`config.mk`:
```
export PLATFORM = sky130hd
export DESIGN_NAME = page_table_mmu_lfu_replace
export DESIGN_NICKNAME = d
export VERILOG_FILES = /design/src/sv/pmlfu_pkg.sv /design/src/sv/page_table_mmu_lfu_replace.sv /design/src/sv/pmlfu_ram.sv /design/src/sv/pmlfu_alu.sv
export SDC_FILE = /design/constraint.sdc
export NUM_CORES = 1
export LEC_CHECK = 0
export ABC_CLOCK_PERIOD_IN_PS = 10970
export CORE_MARGIN = 5
export CORE_UTILIZATION = 65
export CTS_BUF_LIST = sky130_fd_sc_hd__clkbuf_8
export CTS_CLUSTER_DIAMETER = 150
export CTS_CLUSTER_SIZE = 12
export DETAILED_ROUTE_END_ITERATION = 8
export DONT_BUFFER_PORTS = 1
export GPL_ROUTABILITY_DRIVEN = 1
export PLACE_DENSITY_LB_ADDON = 0.12
export SLEW_MARGIN = 20
export SYNTH_ARGS = -nofsm -noshare
export SYNTH_HDL_FRONTEND = slang
export SYNTH_HIERARCHICAL = 1
export SYNTH_SLANG_ARGS = --single-unit
```
`constraint.sdc`:
```
create_clock -name i_clk -period 10.97 [get_ports i_clk]
set_clock_uncertainty 0.2 [all_clocks]
set_input_delay 1.097 -clock i_clk [delete_from_list [all_inputs] [get_ports i_clk]]
set_output_delay 1.097 -clock i_clk [all_outputs]
set_load 0.02 [all_outputs]
```
`src/sv/pmlfu_pkg.sv`:
```
`timescale 1ns / 1ps
`default_nettype none
// ----------------------------------------------------------------------------
// pmlfu_pkg
// Shared widths and types for the paged MMU with LFU frame replacement.
// ----------------------------------------------------------------------------
package pmlfu_pkg;

    localparam int ADDR_W      = 16;
    localparam int PHYS_W      = 15;
    localparam int FAULT_W     = 16;
    localparam int IN_TDATA_W  = 16;
    localparam int OUT_TDATA_W = 32;

    typedef struct packed {
        logic lt;
        logic eq;
    } t_cmp_flags;

endpackage
`default_nettype wire

```
`src/sv/page_table_mmu_lfu_replace.sv`:
```
`timescale 1ns / 1ps
`default_nettype none
// ----------------------------------------------------------------------------
// page_table_mmu_lfu_replace
// Paged MMU: maps a virtual address through a page map, replaces the least
// frequently used frame on a fault, and returns the physical address.
//
//  channel  dir  tdata                                  tuser
//  s_axis   in   virt_addr[15:0]                        -
//  m_axis   out  phys_addr[14:0], fault_total[30:15]    page_fault[0]
//
// Hit: RDPM, LOOKUP and INC (count increment) states, then OUT holds the result.
// Fault: RDPM and LOOKUP, then MIN (min search over the count RAM), SCAN (unmap
// scan over the page-map RAM, one entry per cycle through the ALU), FIN, OUT.
// A VIRT_PAGES that is not a power of two and below the page-number range
// adds a restoring mod step (MOD) over the page-number bits first.
// Reset is immediate: per-entry valid bits restore the map and the counts.
// One item at a time; s_axis_tready is low in reset and until the result is
// transferred.
// ----------------------------------------------------------------------------
module page_table_mmu_lfu_replace import pmlfu_pkg::*; #(
    parameter int VIRT_PAGES  = 16,
    parameter int FRAMES      = 8,
    parameter int OFFSET_BITS = 12,
    parameter int COUNT_BITS  = 16
) (
    input  wire logic                   i_clk,
    input  wire logic                   i_rst_n,
    input  wire logic                   s_axis_tvalid,
    output logic                        s_axis_tready,
    input  wire logic [IN_TDATA_W-1:0]  s_axis_tdata,   // virt_addr[15:0]
    output logic                        m_axis_tvalid,
    input  wire logic                   m_axis_tready,
    output logic      [OUT_TDATA_W-1:0] m_axis_tdata,   // phys_addr[14:0], fault_total[30:15]
    output logic      [0:0]             m_axis_tuser    // page_fault[0]
);

    localparam int FR_W    = $clog2(FRAMES);
    localparam int MAP_W   = $clog2(FRAMES + 1);
    localparam int PG_W    = $clog2(VIRT_PAGES);
    localparam int PRAW_W  = (OFFSET_BITS < ADDR_W) ? ADDR_W - OFFSET_BITS : 1;
    localparam bit PG_POW2 = ((VIRT_PAGES & (VIRT_PAGES - 1)) == 0);
    localparam bit NEED_MOD = !PG_POW2 && ((1 << PRAW_W) > VIRT_PAGES);
    localparam int KW      = $clog2(PRAW_W);
    localparam int CNT_A   = (PG_W > FR_W) ? PG_W : FR_W;
    localparam int CNT_W   = (CNT_A > KW) ? CNT_A : KW;
    localparam int CMP_A   = (COUNT_BITS > PG_W + PRAW_W) ? COUNT_BITS : PG_W + PRAW_W;
    localparam int CMP_W   = (CMP_A > MAP_W) ? CMP_A : MAP_W;
    localparam int PC_A    = OFFSET_BITS + FR_W;
    localparam int PC_W    = (PC_A > PHYS_W) ? PC_A : PHYS_W;

    typedef enum logic [8:0] {
        ST_IDLE   = 9'b000000001,
        ST_MOD    = 9'b000000010,
        ST_RDPM   = 9'b000000100,
        ST_LOOKUP = 9'b000001000,
        ST_MIN    = 9'b000010000,
        ST_SCAN   = 9'b000100000,
        ST_FIN    = 9'b001000000,
        ST_INC    = 9'b010000000,
        ST_OUT    = 9'b100000000
    } t_state;

    t_state                r_state, n_state;
    logic [ADDR_W-1:0]     r_addr;
    logic [PRAW_W-1:0]     r_rem;
    logic [CMP_W-1:0]      r_div;
    logic [CNT_W-1:0]      r_cnt;
    logic [FR_W-1:0]       r_frame;
    logic [COUNT_BITS-1:0] r_best;
    logic [FAULT_W-1:0]    r_faults;
    logic [PHYS_W-1:0]     r_phys;
    logic                  r_fault;
    logic [VIRT_PAGES-1:0] r_pm_vld;
    logic [FRAMES-1:0]     r_fu_vld;
    logic [PG_W-1:0]       r_pm_ra;
    logic [FR_W-1:0]       r_fu_ra;

    logic [PG_W-1:0]       w_page;
    logic [MAP_W-1:0]      pm_rdata, pm_eff, pm_wdata;
    logic [COUNT_BITS-1:0] fu_rdata, fu_eff, fu_wdata;
    logic                  pm_hit, pm_we, fu_we;
    logic [PG_W-1:0]       pm_raddr, pm_waddr;
    logic [FR_W-1:0]       fu_raddr, fu_waddr;
    logic [CMP_W-1:0]      alu_a, alu_b, alu_diff;
    t_cmp_flags            alu_flags;
    logic                  min_last, scan_last, mod_last, take_min;
    logic [PC_W-1:0]       phys_full;
    logic                  in_xfer, out_xfer;

    assign in_xfer  = s_axis_tvalid && s_axis_tready;
    assign out_xfer = m_axis_tvalid && m_axis_tready;
    assign s_axis_tready = (r_state == ST_IDLE) && i_rst_n;
    assign m_axis_tvalid = (r_state == ST_OUT);
    assign m_axis_tdata  = {1'b0, r_faults, r_phys};
    assign m_axis_tuser  = r_fault;

    assign w_page = PG_W'(r_rem);

    // Entries never written read as their reset value
    assign pm_eff = r_pm_vld[r_pm_ra] ? pm_rdata :
                    ((int'(r_pm_ra) < FRAMES) ? MAP_W'(r_pm_ra) : MAP_W'(FRAMES));
    assign fu_eff = r_fu_vld[r_fu_ra] ? fu_rdata : '0;
    assign pm_hit = (pm_eff < MAP_W'(FRAMES));

    assign min_last  = (r_cnt == CNT_W'(FRAMES - 1));
    assign scan_last = (r_cnt == CNT_W'(VIRT_PAGES - 1));
    assign mod_last  = (r_cnt == CNT_W'(PRAW_W - 1));
    assign take_min  = (r_cnt == '0) || alu_flags.lt;

    assign phys_full = (PC_W'(r_frame) << OFFSET_BITS)
                     | (PC_W'(r_addr) & ((PC_W'(1) << OFFSET_BITS) - PC_W'(1)));

    always_comb begin
        alu_a = CMP_W'(fu_eff);
        alu_b = CMP_W'({COUNT_BITS{1'b1}});
        case (r_state)
            ST_MOD: begin
                alu_a = CMP_W'(r_rem);
                alu_b = r_div;
            end
            ST_MIN: begin
                alu_a = CMP_W'(fu_eff);
                alu_b = CMP_W'(r_best);
            end
            ST_SCAN: begin
                alu_a = CMP_W'(pm_eff);
                alu_b = CMP_W'(r_frame);
            end
            default: begin
                alu_a = CMP_W'(fu_eff);
                alu_b = CMP_W'({COUNT_BITS{1'b1}});
            end
        endcase
    end

    pmlfu_alu #(.WIDTH(CMP_W)) u_alu (
        .i_a     (alu_a),
        .i_b     (alu_b),
        .o_diff  (alu_diff),
        .o_flags (alu_flags)
    );

    always_comb begin
        pm_raddr = w_page;
        fu_raddr = r_frame;
        pm_we    = 1'b0;
        pm_waddr = w_page;
        pm_wdata = MAP_W'(r_frame);
        fu_we    = 1'b0;
        fu_waddr = r_frame;
        fu_wdata = COUNT_BITS'(1);
        n_state  = r_state;
        case (r_state)
            ST_IDLE: begin
                if (in_xfer) begin
                    n_state = NEED_MOD ? ST_MOD : ST_RDPM;
                end
            end
            ST_MOD: begin
                if (mod_last) begin
                    n_state = ST_RDPM;
                end
            end
            ST_RDPM: begin
                n_state = ST_LOOKUP;
            end
            ST_LOOKUP: begin
                fu_raddr = pm_hit ? pm_eff[FR_W-1:0] : '0;
                n_state  = pm_hit ? ST_INC : ST_MIN;
            end
            ST_MIN: begin
                fu_raddr = min_last ? '0 : FR_W'(r_cnt + CNT_W'(1));
                pm_raddr = '0;
                if (min_last) begin
                    n_state = ST_SCAN;
                end
            end
            ST_SCAN: begin
                pm_raddr = scan_last ? '0 : PG_W'(r_cnt + CNT_W'(1));
                pm_we    = alu_flags.eq;
                pm_waddr = PG_W'(r_cnt);
                pm_wdata = MAP_W'(FRAMES);
                if (scan_last) begin
                    n_state = ST_FIN;
                end
            end
            ST_FIN: begin
                pm_we   = 1'b1;
                fu_we   = 1'b1;
                n_state = ST_OUT;
            end
            ST_INC: begin
                fu_we    = 1'b1;
                fu_wdata = alu_flags.lt ? fu_eff + COUNT_BITS'(1) : fu_eff;
                n_state  = ST_OUT;
            end
            ST_OUT: begin
                if (out_xfer) begin
                    n_state = ST_IDLE;
                end
            end
            default: begin
                n_state = ST_IDLE;
            end
        endcase
    end

    pmlfu_ram #(.WIDTH(MAP_W), .DEPTH(VIRT_PAGES)) u_page_map (
        .i_clk   (i_clk),
        .i_we    (pm_we),
        .i_waddr (pm_waddr),
        .i_wdata (pm_wdata),
        .i_raddr (pm_raddr),
        .o_rdata (pm_rdata)
    );

    pmlfu_ram #(.WIDTH(COUNT_BITS), .DEPTH(FRAMES)) u_frame_uses (
        .i_clk   (i_clk),
        .i_we    (fu_we),
        .i_waddr (fu_waddr),
        .i_wdata (fu_wdata),
        .i_raddr (fu_raddr),
        .o_rdata (fu_rdata)
    );

    always_ff @(posedge i_clk) begin
        r_pm_ra <= pm_raddr;
        r_fu_ra <= fu_raddr;
        case (r_state)
            ST_IDLE: begin
                r_addr <= s_axis_tdata;
                r_rem  <= PRAW_W'(s_axis_tdata >> OFFSET_BITS);
                r_div  <= CMP_W'(VIRT_PAGES) << (PRAW_W - 1);
                r_cnt  <= '0;
            end
            ST_MOD: begin
                if (!alu_flags.lt) begin
                    r_rem <= alu_diff[PRAW_W-1:0];
                end
                r_div <= r_div >> 1;
                r_cnt <= r_cnt + CNT_W'(1);
            end
            ST_LOOKUP: begin
                r_frame <= pm_eff[FR_W-1:0];
                r_cnt   <= '0;
            end
            ST_MIN: begin
                if (take_min) begin
                    r_best  <= fu_eff;
                    r_frame <= FR_W'(r_cnt);
                end
                r_cnt <= min_last ? '0 : r_cnt + CNT_W'(1);
            end
            ST_SCAN: begin
                r_cnt <= r_cnt + CNT_W'(1);
            end
            ST_FIN: begin
                r_phys  <= phys_full[PHYS_W-1:0];
                r_fault <= 1'b1;
            end
            ST_INC: begin
                r_phys  <= phys_full[PHYS_W-1:0];
                r_fault <= 1'b0;
            end
            default: begin
                r_cnt <= r_cnt;
            end
        endcase
    end

    always_ff @(posedge i_clk) begin
        if (!i_rst_n) begin
            r_state  <= ST_IDLE;
            r_faults <= '0;
            r_pm_vld <= '0;
            r_fu_vld <= '0;
        end else begin
            r_state <= n_state;
            if (r_state == ST_FIN && r_faults != {FAULT_W{1'b1}}) begin
                r_faults <= r_faults + FAULT_W'(1);
            end
            if (pm_we) begin
                r_pm_vld[pm_waddr] <= 1'b1;
            end
            if (fu_we) begin
                r_fu_vld[fu_waddr] <= 1'b1;
            end
        end
    end

endmodule
`default_nettype wire

```
`src/sv/pmlfu_ram.sv`:
```
`timescale 1ns / 1ps
`default_nettype none
// ----------------------------------------------------------------------------
// pmlfu_ram
// Generic simple dual-port RAM, one write and one registered read per cycle.
// ----------------------------------------------------------------------------
module pmlfu_ram #(
    parameter int WIDTH = 8,
    parameter int DEPTH = 16
) (
    input  wire logic                     i_clk,
    input  wire logic                     i_we,
    input  wire logic [$clog2(DEPTH)-1:0] i_waddr,
    input  wire logic [WIDTH-1:0]         i_wdata,
    input  wire logic [$clog2(DEPTH)-1:0] i_raddr,
    output logic      [WIDTH-1:0]         o_rdata
);

    logic [WIDTH-1:0] r_mem [DEPTH];

    always_ff @(posedge i_clk) begin
        if (i_we) begin
            r_mem[i_waddr] <= i_wdata;
        end
        o_rdata <= r_mem[i_raddr];
    end

endmodule
`default_nettype wire

```
`src/sv/pmlfu_alu.sv`:
```
`timescale 1ns / 1ps
`default_nettype none
// ----------------------------------------------------------------------------
// pmlfu_alu
// Shared subtract / compare unit used by the MOD, MIN, SCAN and INC steps.
// ----------------------------------------------------------------------------
module pmlfu_alu import pmlfu_pkg::*; #(
    parameter int WIDTH = 16
) (
    input  wire logic [WIDTH-1:0] i_a,
    input  wire logic [WIDTH-1:0] i_b,
    output logic      [WIDTH-1:0] o_diff,
    output t_cmp_flags            o_flags
);

    logic [WIDTH:0] w_sub;

    assign w_sub         = {1'b0, i_a} - {1'b0, i_b};
    assign o_diff        = w_sub[WIDTH-1:0];
    assign o_flags.lt    = w_sub[WIDTH];
    assign o_flags.eq    = (i_a == i_b);

endmodule
`default_nettype wire

```
==> results_dict.tcl, run 1 <==
set metrics [dict create \
    status "finished clean" \
    cts_root_buffer "clkbuf_8" \
    fillCellCount 1382 \
    cellPowerDensity_nw_per_um2 171 \
    hp-class "register to register" \
    gp_congestion 0.913 \
    vdd_drop_max_v 0.000210 \
    antenna_cells 0 \
    ff2ff_path_depth 15 \
    hold_viol 0 \
    die_w_um 156 \
    r2r-start "r_state[6]" \
    utilization_pct 69.6 \
    die_y_um 156 \
    grt_pass1_vias 7922 \
    die-area_um2 24400 \
    avgSynthCellArea_um2 14.3 \
    htreeDepth 1 \
    wl_per_cell_um 21.5 \
    antenna_found_initial 0 \
    clock.fmax_mhz 173 \
    cp-start-kind "register" \
    reg2reg_to "u_frame_uses/r_mem[5][11]" \
    portBuffers 0 \
    post_cts_buffers 0 \
    fin_tns_setup_ns 0 \
    min_to "r_phys[11]" \
    crit_path_end_kind "register" \
    tritoncts "yes" \
    cp_common_cell "a21oi_1" \
    syn_inst 968 \
    coreArea_um2 21000 \
    cts_resized 0 \
    layout_min_cycle_time_ns 5.78 \
    row_count 53 \
    combPwrFrac_pct 15.4 \
    critPathArrivalTime_ns 5.91 \
    dp_cells 1212 \
    synth.net_count 1009 \
    vias 7982 \
    cts.path.max_buffers 3 \
    setup_ws_ns 5.19 \
    grt_pass1_wl_um 43200 \
    cp.required_ns 11.10 \
    clk_pin_slew_worst_paths_ns 0.08 \
    stdcell_count 1267 \
    insertion_delay_ns 0.60 \
    syn_to_final_growth_pct 5.45 \
    wl_um 27200 \
    leakagePower_nw 4.81 \
    p_total_mw 2.50 \
    max_slew_margin_pct 26.6 \
    start_util_pct 66.0 \
    ctsHoldBuffers 0 \
    internal_power_mw 1.80 \
    nNetsFinal 1010 \
    max_slew.worst_pin.slew_ns 1.10 \
    switching_share_pct 27.7 \
    clkSinkCount 322 \
    netlist_area_um2 13900 \
    dp_hpwl_um 18000 \
    antenna_left 0 \
    vias_per_cell 6.30 \
    critical_path.max_fanout 40 \
    final_max_slew_viol_count 0 \
    cts-buffers-inserted 30 \
    drtIter0Drc 754 \
    finalCritPeriodShare_pct 52.7 \
    drc 0 \
    drive_gt1_share_pct 9.98 \
    grt_use_total_pct 22.5 \
    crit_slowest_cell "clkinv_1" \
    seqPwrFrac_pct 59.1 \
    boundaryPins 55 \
    grt_max_degree 41 \
    firstDrtPassIters 5 \
    slowest_delay_ns 0.83 \
    grt_setup_unrepaired "no" \
    critical_path_class "register to register" \
    path_cells "nor2b_1 > nand3_1 > buf_4 > clkinv_1 > nor3_1 > ha_1 > a21o_1 > a21oi_2 > a21oi_1 > or2_4 > a221oi_2 > and3_1 > nand4_1 > or3_1 > a21oi_1" \
    grt-ovfl-total 0 \
    min_path_cells 0 \
    setup_viol 0 \
    yosys_warnings 6 \
    clkPwrFrac_pct 25.6 \
    p_switching_mw 0.692 \
    rrSetupSlack_ns 5.19 \
    timing.max_cap.violations 0 \
    pre_cts_ws_ns 5.30 \
    min_from "r_addr[11]" \
]
## power by group through the flow
| stage | logic, mW | clock network (mW) | registers (mW) |
|---|---|---|---|
| after floorplan | 0.312 | 0 | 1.46 |
| after global placement | 0.370 | 0 | 1.49 |
| after detailed placement | 0.381 | 0 | 1.50 |
| after CTS | 0.383 | 0.656 | 1.47 |
| after global routing | 0.416 | 0.710 | 1.48 |
| final | 0.384 | 0.638 | 1.47 |
## state kept, by name, indices dropped and copies added (netlist names)
signal,flops
r_state,8
r_fu_vld,8
r_rem,4
fu_waddr,3
r_phys,15
r_fu_ra,3
m_axis_tuser,1
r_cnt,4
u_page_map/o_rdata,4
r_addr,12
u_frame_uses/r_mem,128
u_frame_uses/o_rdata,16
r_pm_vld,16
r_faults,16
r_pm_ra,4
u_page_map/r_mem,64
r_best,16
## stage by stage
step / hold slack [ns] / instance area, um2
6_report: 0.225 / 14600
5_1_grt: 0.239 / 14600
4_1_cts: 0.227 / 14600
3_5_place_dp: 0.205 / 14100
3_3_place_gp: 0.201 / 14100
2_1_floorplan: 0.200 / 13900
## worst max path at each step
stage | from | end | slack [ns]
after floorplan | r_state[8] | u_frame_uses/r_mem[0][11] | 6.21
after global placement | r_state[5] | u_frame_uses/r_mem[4][11] | 5.66
after detailed placement | r_state[6] | u_frame_uses/r_mem[4][11] | 5.30
after CTS | r_state[6] | u_frame_uses/r_mem[5][11] | 5.26
after global routing | r_state[6] | u_frame_uses/r_mem[1][12] | 4.66
final | r_state[6] | u_frame_uses/r_mem[5][11] | 5.19
## layer usage
layer  vias to the layer above  track usage [%]  share of wire [%]
li1                       3695                -                  -
met3                        41             2.88                5.2
met2                       245             39.3                 51
met4                         0             5.33                2.1
met1                      4001             30.7                 41
met5                         -                0                  0
## layout by cell type (no fill, tap or decap), types with 9 or more instances in the layout
master and instances:
dfxtp_1 75, and3_1 19, o21ai_0 14, nand2b_1 16, a31oi_1 11, nor3_1 21, mux2i_1 9, mux2_2 21
nand2_1 49, nand3_1 29, buf_4 12, and2_1 16, mux4_1 42, clkbuf_8 31, o21a_1 20, ha_1 20
inv_1 58, a21oi_1 26, edfxtp_1 247, xor2_1 12, nor2_1 108, mux4_2 11
## final cells by class
cell class              instances  area [um2]  area share (%)
repair buffers                 12        90.1           0.616
multi-input cells             566        4610            31.5
clock buffers                  31         427            2.92
flip-flops and latches        322        8920            60.9
well taps                     275         344            2.35
clock inverters                24         103           0.701
inverters                      37         139           0.949
## worst max-delay path: cells and delay by family, from the launching register on
family | cells | cell delay, ns
buffers and inverters | 2 | 1.14
DFF | 1 | 0.49
and+or+nand+nor | 7 | 1.97
AOI/OAI and AO/OA | 5 | 1.42
adders and majority gates | 1 | 0.31
Note: power is estimated with default switching activity, not from simulation.
==> run 2: changes to the inputs <==
ABC_CLOCK_PERIOD_IN_PS = 6050   (was 10970)
clock period = 6.05 ns   (was 10.97 ns; I/O delays follow)
==> run 2 against run 1 <==
Die area stayed put. Cell count is 1.7% higher. Sequential power is 82% higher. Global-route usage is 0.93 points higher. Utilization is 1.0 points higher. Cell area is 1.4% higher. Clock-buffer cell count stayed put. Wire length is 4.3% higher. Register-to-register slack worse by 4.8 ns. Maximum frequency is 2.4% higher. Via count is 2.6% higher.
==> results_dict.tcl, run 2 (synthesized netlist as in run 1, its figures left out) <==
set metrics [dict create \
    crit_slowest_cell "mux4_2" \
    path_delay_family "compound AO/OA/AOI/OAI gates" \
    syn_to_final_growth_pct 6.96 \
    hold_viol 0 \
    cp_common_cell "a21oi_1" \
    final_max_slew_viol_count 0 \
    grt_pass1_wl_um 44800 \
    drtIter0Drc 553 \
    die_y_um 156 \
    cp.buffers_inverters 0 \
    dp_hpwl_um 18600 \
    post_cts_buffers 0 \
    hp-class "input port to register" \
    critical_path_class "register to register" \
    die_w_um 156 \
    mostFrequentLayoutCells "247 x edfxtp_1, 108 x nor2_1, 75 x dfxtp_1, 59 x inv_1, 49 x nand2_1" \
    finalCritPeriodShare_pct 93.4 \
    cp-start-kind "register" \
    drive_gt1_share_pct 10.2 \
    crit_start "r_pm_ra[0]" \
    antenna_cells 0 \
    final_common_cell "edfxtp_1" \
    boundaryPins 55 \
    slowest_delay_ns 0.56 \
    portBuffers 0 \
    drc 0 \
    cts_resized 0 \
    clkSinkCount 322 \
    layout_min_cycle_time_ns 5.65 \
    r2r-start "r_pm_ra[0]" \
    critPathArrivalTime_ns 5.79 \
    min_from "m_axis_tready" \
    antenna_left 0 \
    coreArea_um2 21000 \
    vdd_drop_max_v 0.000303 \
    cp_num_cells 15 \
    cellPowerDensity_nw_per_um2 307 \
    largest_register "u_frame_uses/r_mem" \
    critical_path.max_fanout 8 \
    firstDrtPassIters 7 \
    wl_per_cell_um 22.1 \
    gp_congestion 0.901 \
    largest_reg_flops 128 \
    max_slew.worst_pin.slew_ns 1.10 \
    start_util_pct 66.0 \
    grt_max_degree 34 \
    wl_um 28400 \
    insertion_delay_ns 0.61 \
    top_regs "u_frame_uses/r_mem (128), u_page_map/r_mem (64)" \
    ff2ff_path_depth 15 \
    leakagePower_nw 4.91 \
    crit_path_end_kind "register" \
    cp.required_ns 6.19 \
    vias 8191 \
    antenna_found_initial 0 \
    htreeDepth 1 \
    nNetsFinal 1030 \
    cts_root_buffer "clkbuf_8" \
    row_count 53 \
    grt-ovfl-total 0 \
    fin_tns_setup_ns 0 \
    path_cells "mux4_2 > mux2i_1 > mux2_2 > a22oi_1 > o21ai_0 > ha_1 > nor2b_1 > o21ai_2 > a21oi_1 > or2_4 > a221oi_2 > and3_1 > nand4_1 > or3_1 > a21oi_1" \
    die-area_um2 24400 \
    max_slew_margin_pct 26.3 \
    cts.path.max_buffers 3 \
    grt_pass1_vias 8252 \
    clk_pin_slew_worst_paths_ns 0.09 \
    vias_per_cell 6.36 \
    tritoncts "yes" \
    cts-buffers-inserted 30 \
    pre_cts_ws_ns 0.437 \
    status "finished clean" \
    setup_ws_ns 0.402 \
    grt_setup_unrepaired "no" \
    setup_viol 0 \
    grt_use_total_pct 23.4 \
    min_path_cells 3 \
    timing.max_cap.violations 0 \
    clock.fmax_mhz 177 \
]
==> run 2: cell types whose count changed in the layout (fill, tap and decap cells not counted), sizes merged <==
cell | previous run | this run
buf | 12 | 15
inv | 59 | 60
dlygate4sd3 | 0 | 17
==> run 2: metal layers <==
layer	up-vias	track usage, %	wire [um]
li1	3742	-	-
met1	4110	30.3	11200
met2	278	41.3	14800
met3	61	3.86	1590
met4	0	6.98	784
met5	-	0	0
==> run 2: final cells by class <==
cell class,instances,area (um2)
Sequential cell,322,8920
Fill cell,1356,6180
Multi-Input combinational cell,566,4620
Clock buffer,31,427
Tap cell,275,344
Timing Repair Buffer,32,290
Inverter,37,139
Clock inverter,25,106
==> run 2: tightest hold or removal path, delay by kind of cell <==
kind,cells,cell delay (ns)
and+or+nand+nor,3,0.18
==> run 2: power by group <==
| group | internal (mW) | switching (mW) |
|---|---|---|
| clock | 0.478 | 0.692 |
| sequential | 2.54 | 0.140 |
| combinational | 0.266 | 0.447 |
| total | 3.28 | 1.28 |
==> run 2: final timing paths <==
| kind | end | slack [ns] |
|---|---|---|
| worst max-delay path | u_frame_uses/r_mem[2][11] | 0.40 |
| worst min register to register | r_phys[7] | 0.23 |
| worst max register to register | u_frame_uses/r_mem[2][11] | 0.40 |
| worst min-delay path | r_state[8] | 0.03 |
==> run 2: what timing repair did <==
| action | CTS | global route |
|---|---|---|
| hold buffers | 17 | 0 |
| endpoints found under the hold margin | 33 | 0 |
| endpoints found under the setup margin | 0 | 0 |
==> run 2: metrics by stage <==
step	instances	hold WS, ns	area, um2	utilization (%)	total power, mW
finish	1288	0.0305	14800	70.6	4.56
detailed placement	1214	0.205	14100	67.2	3.41
global placement	1214	0.200	14100	67.2	3.37
floorplan	968	0.200	13900	-	3.22
global route	1288	0.0427	14800	70.6	4.76
CTS	1287	0.00243	14800	70.5	4.57
==> run 3: changes to the inputs <==
CTS_BUF_LIST = sky130_fd_sc_hd__clkbuf_4 sky130_fd_sc_hd__clkbuf_8   (was sky130_fd_sc_hd__clkbuf_8)
==> run 3 against run 2 <==
Clock-buffer cell count is 24 higher. Setup slack worse by 0.035 ns. First-iteration DRC count is 6.5% lower. Worst hold slack better by 0.0015 ns. Utilization is 0.43 points higher. Largest cell class unchanged. Highest routed layer unchanged.
==> results_dict.tcl, run 3 (synthesized netlist as in run 1, its figures left out) <==
set metrics [dict create \
    status "finished clean" \
    pre_cts_ws_ns 0.437 \
    r2r-start "r_pm_ra[0]" \
    coreArea_um2 21000 \
    die-area_um2 24400 \
    timing.max_cap.violations 0 \
    die_y_um 156 \
    p_switching_mw 1.27 \
    finalCritPeriodShare_pct 93.9 \
    portBuffers 0 \
    dp_hpwl_um 18600 \
    vias_per_cell 6.33 \
    p_total_mw 4.70 \
    internal_power_mw 3.43 \
    hp-class "input port to register" \
    firstDrtPassIters 5 \
    crit_path_end_kind "register" \
    clk_pin_slew_worst_paths_ns 0.09 \
    grt_pass1_vias 8244 \
    hold_viol 0 \
    cts_root_buffer "clkbuf_8" \
    cellPowerDensity_nw_per_um2 315 \
    critPathArrivalTime_ns 5.82 \
    row_count 53 \
    top_layer "met4" \
    cp-start-kind "register" \
    rrSetupSlack_ns 0.37 \
    utilization_pct 71.0 \
    htreeDepth 1 \
    vias 8157 \
    drive_gt1_share_pct 12.5 \
    nNetsFinal 1030 \
    min_path_cells 3 \
    post_cts_buffers 0 \
    vdd_drop_max_v 0.000304 \
    layout_min_cycle_time_ns 5.68 \
    boundaryPins 55 \
    setup_ws_ns 0.368 \
    wl_per_cell_um 22.1 \
    insertion_delay_ns 0.61 \
    start_util_pct 66.0 \
    seqPwrFrac_pct 56.9 \
    cts-buffers-inserted 30 \
    clkPwrFrac_pct 27.9 \
    clkSinkCount 322 \
    grt-ovfl-total 0 \
    largest_reg_flops 128 \
    wl_um 28400 \
    syn_to_final_growth_pct 7.61 \
    grt_max_degree 34 \
    cp.required_ns 6.19 \
    drc 0 \
    critical_path.max_fanout 8 \
    max_slew.worst_pin.slew_ns 1.14 \
    wl_met3_um 1360 \
    combPwrFrac_pct 15.2 \
    largest_register "u_frame_uses/r_mem" \
    cts.path.max_buffers 3 \
    grt_pass1_wl_um 44800 \
    reg2reg_to "u_frame_uses/r_mem[2][11]" \
    min_from "m_axis_tready" \
    critical_path_class "register to register" \
    drtIter0Drc 517 \
    leakagePower_nw 4.89 \
    wl_met2_um 14900 \
    antenna_cells 0 \
    top_regs "u_frame_uses/r_mem (128), u_page_map/r_mem (64)" \
    antenna_found_initial 0 \
    die_w_um 156 \
    antenna_left 0 \
    mostFrequentLayoutCells "247 x edfxtp_1, 108 x nor2_1, 75 x dfxtp_1, 49 x nand2_1, 42 x mux4_1" \
    max_slew_margin_pct 24.2 \
    tritoncts "yes" \
    setup_viol 0 \
    clock.fmax_mhz 176 \
    ff2ff_path_depth 15 \
    grt_setup_unrepaired "no" \
    min_to "r_state[8]" \
    switching_share_pct 27.1 \
    final_max_slew_viol_count 0 \
    grt_use_total_pct 23.5 \
    wl_met1_um 11400 \
    gp_congestion 0.901 \
    fin_tns_setup_ns 0 \
    final_common_cell "edfxtp_1" \
]
-- run 3: cell types whose count changed in the layout (fill, tap and decap cells not counted), sizes merged --
| cell | previous run | this run |
|---|---|---|
| clkbuf | 31 | 55 |
| inv | 60 | 36 |
-- run 3: what timing repair did --
item / in CTS / in global routing
hold buffers: 17 / 0
hold endpoints to repair: 33 / 0
gates resized for setup: 0 / 0
-- run 3: how the worst max path moves through the flow --
| stage | from | endpoint | slack (ns) | cells past startpoint |
|---|---|---|---|---|
| 6_report | r_pm_ra[0] | u_frame_uses/r_mem[2][11] | 0.37 | 15 |
| 2_1_floorplan | r_state[8] | u_frame_uses/r_mem[0][11] | 1.29 | 17 |
| 4_1_cts | r_pm_ra[0] | u_frame_uses/r_mem[2][11] | 0.46 | 15 |
| 5_1_grt | r_pm_ra[0] | u_frame_uses/r_mem[1][15] | 0.04 | 16 |
| 3_5_place_dp | r_pm_ra[0] | u_frame_uses/r_mem[2][11] | 0.44 | 15 |
| 3_3_place_gp | r_pm_ra[0] | u_frame_uses/r_mem[0][11] | 0.75 | 15 |
-- run 3: cell type report --
type                            count  area [um2]
Clock buffer                       55         607
Clock inverter                      1        16.3
Fill cell                        1340        6090
Inverter                           37         139
Multi-Input combinational cell    566        4620
Sequential cell                   322        8920
Tap cell                          275         344
Timing Repair Buffer               32         290
-- run 3: per-layer routing --
metal,GRT usage [%],vias up
li1,-,3739
met1,30.4,4130
met2,41.5,235
met3,3.74,53
met4,6.78,0
met5,0,-
-- run 3: stage by stage --
stage	hold WS, ns	area (um2)	std cells
2_1_floorplan	0.200	13900	968
3_3_place_gp	0.200	14100	1214
3_5_place_dp	0.205	14100	1214
4_1_cts	0.00265	14900	1287
5_1_grt	0.0430	14900	1288
6_report	0.0321	14900	1288
-- run 3: worst max-delay path, stage by stage (launching register included) --
cell and delay (ns):
dfxtp_1 0.49, mux4_2 0.56, mux2i_1 0.33, mux2_2 0.38
a22oi_1 0.37, o21ai_0 0.18, ha_1 0.33, nor2b_1 0.15
o21ai_2 0.10, a21oi_1 0.07, or2_4 0.23, a221oi_2 0.53
and3_1 0.30, nand4_1 0.32, or3_1 0.44, a21oi_1 0.44
-- run 3: power by group through the flow --
stage | clock [mW] | sequential, mW | combinational, mW
2_1_floorplan | 0 | 2.65 | 0.566
3_3_place_gp | 0 | 2.71 | 0.665
3_5_place_dp | 0 | 2.72 | 0.689
4_1_cts | 1.34 | 2.67 | 0.705
5_1_grt | 1.44 | 2.69 | 0.770
6_report | 1.31 | 2.68 | 0.714
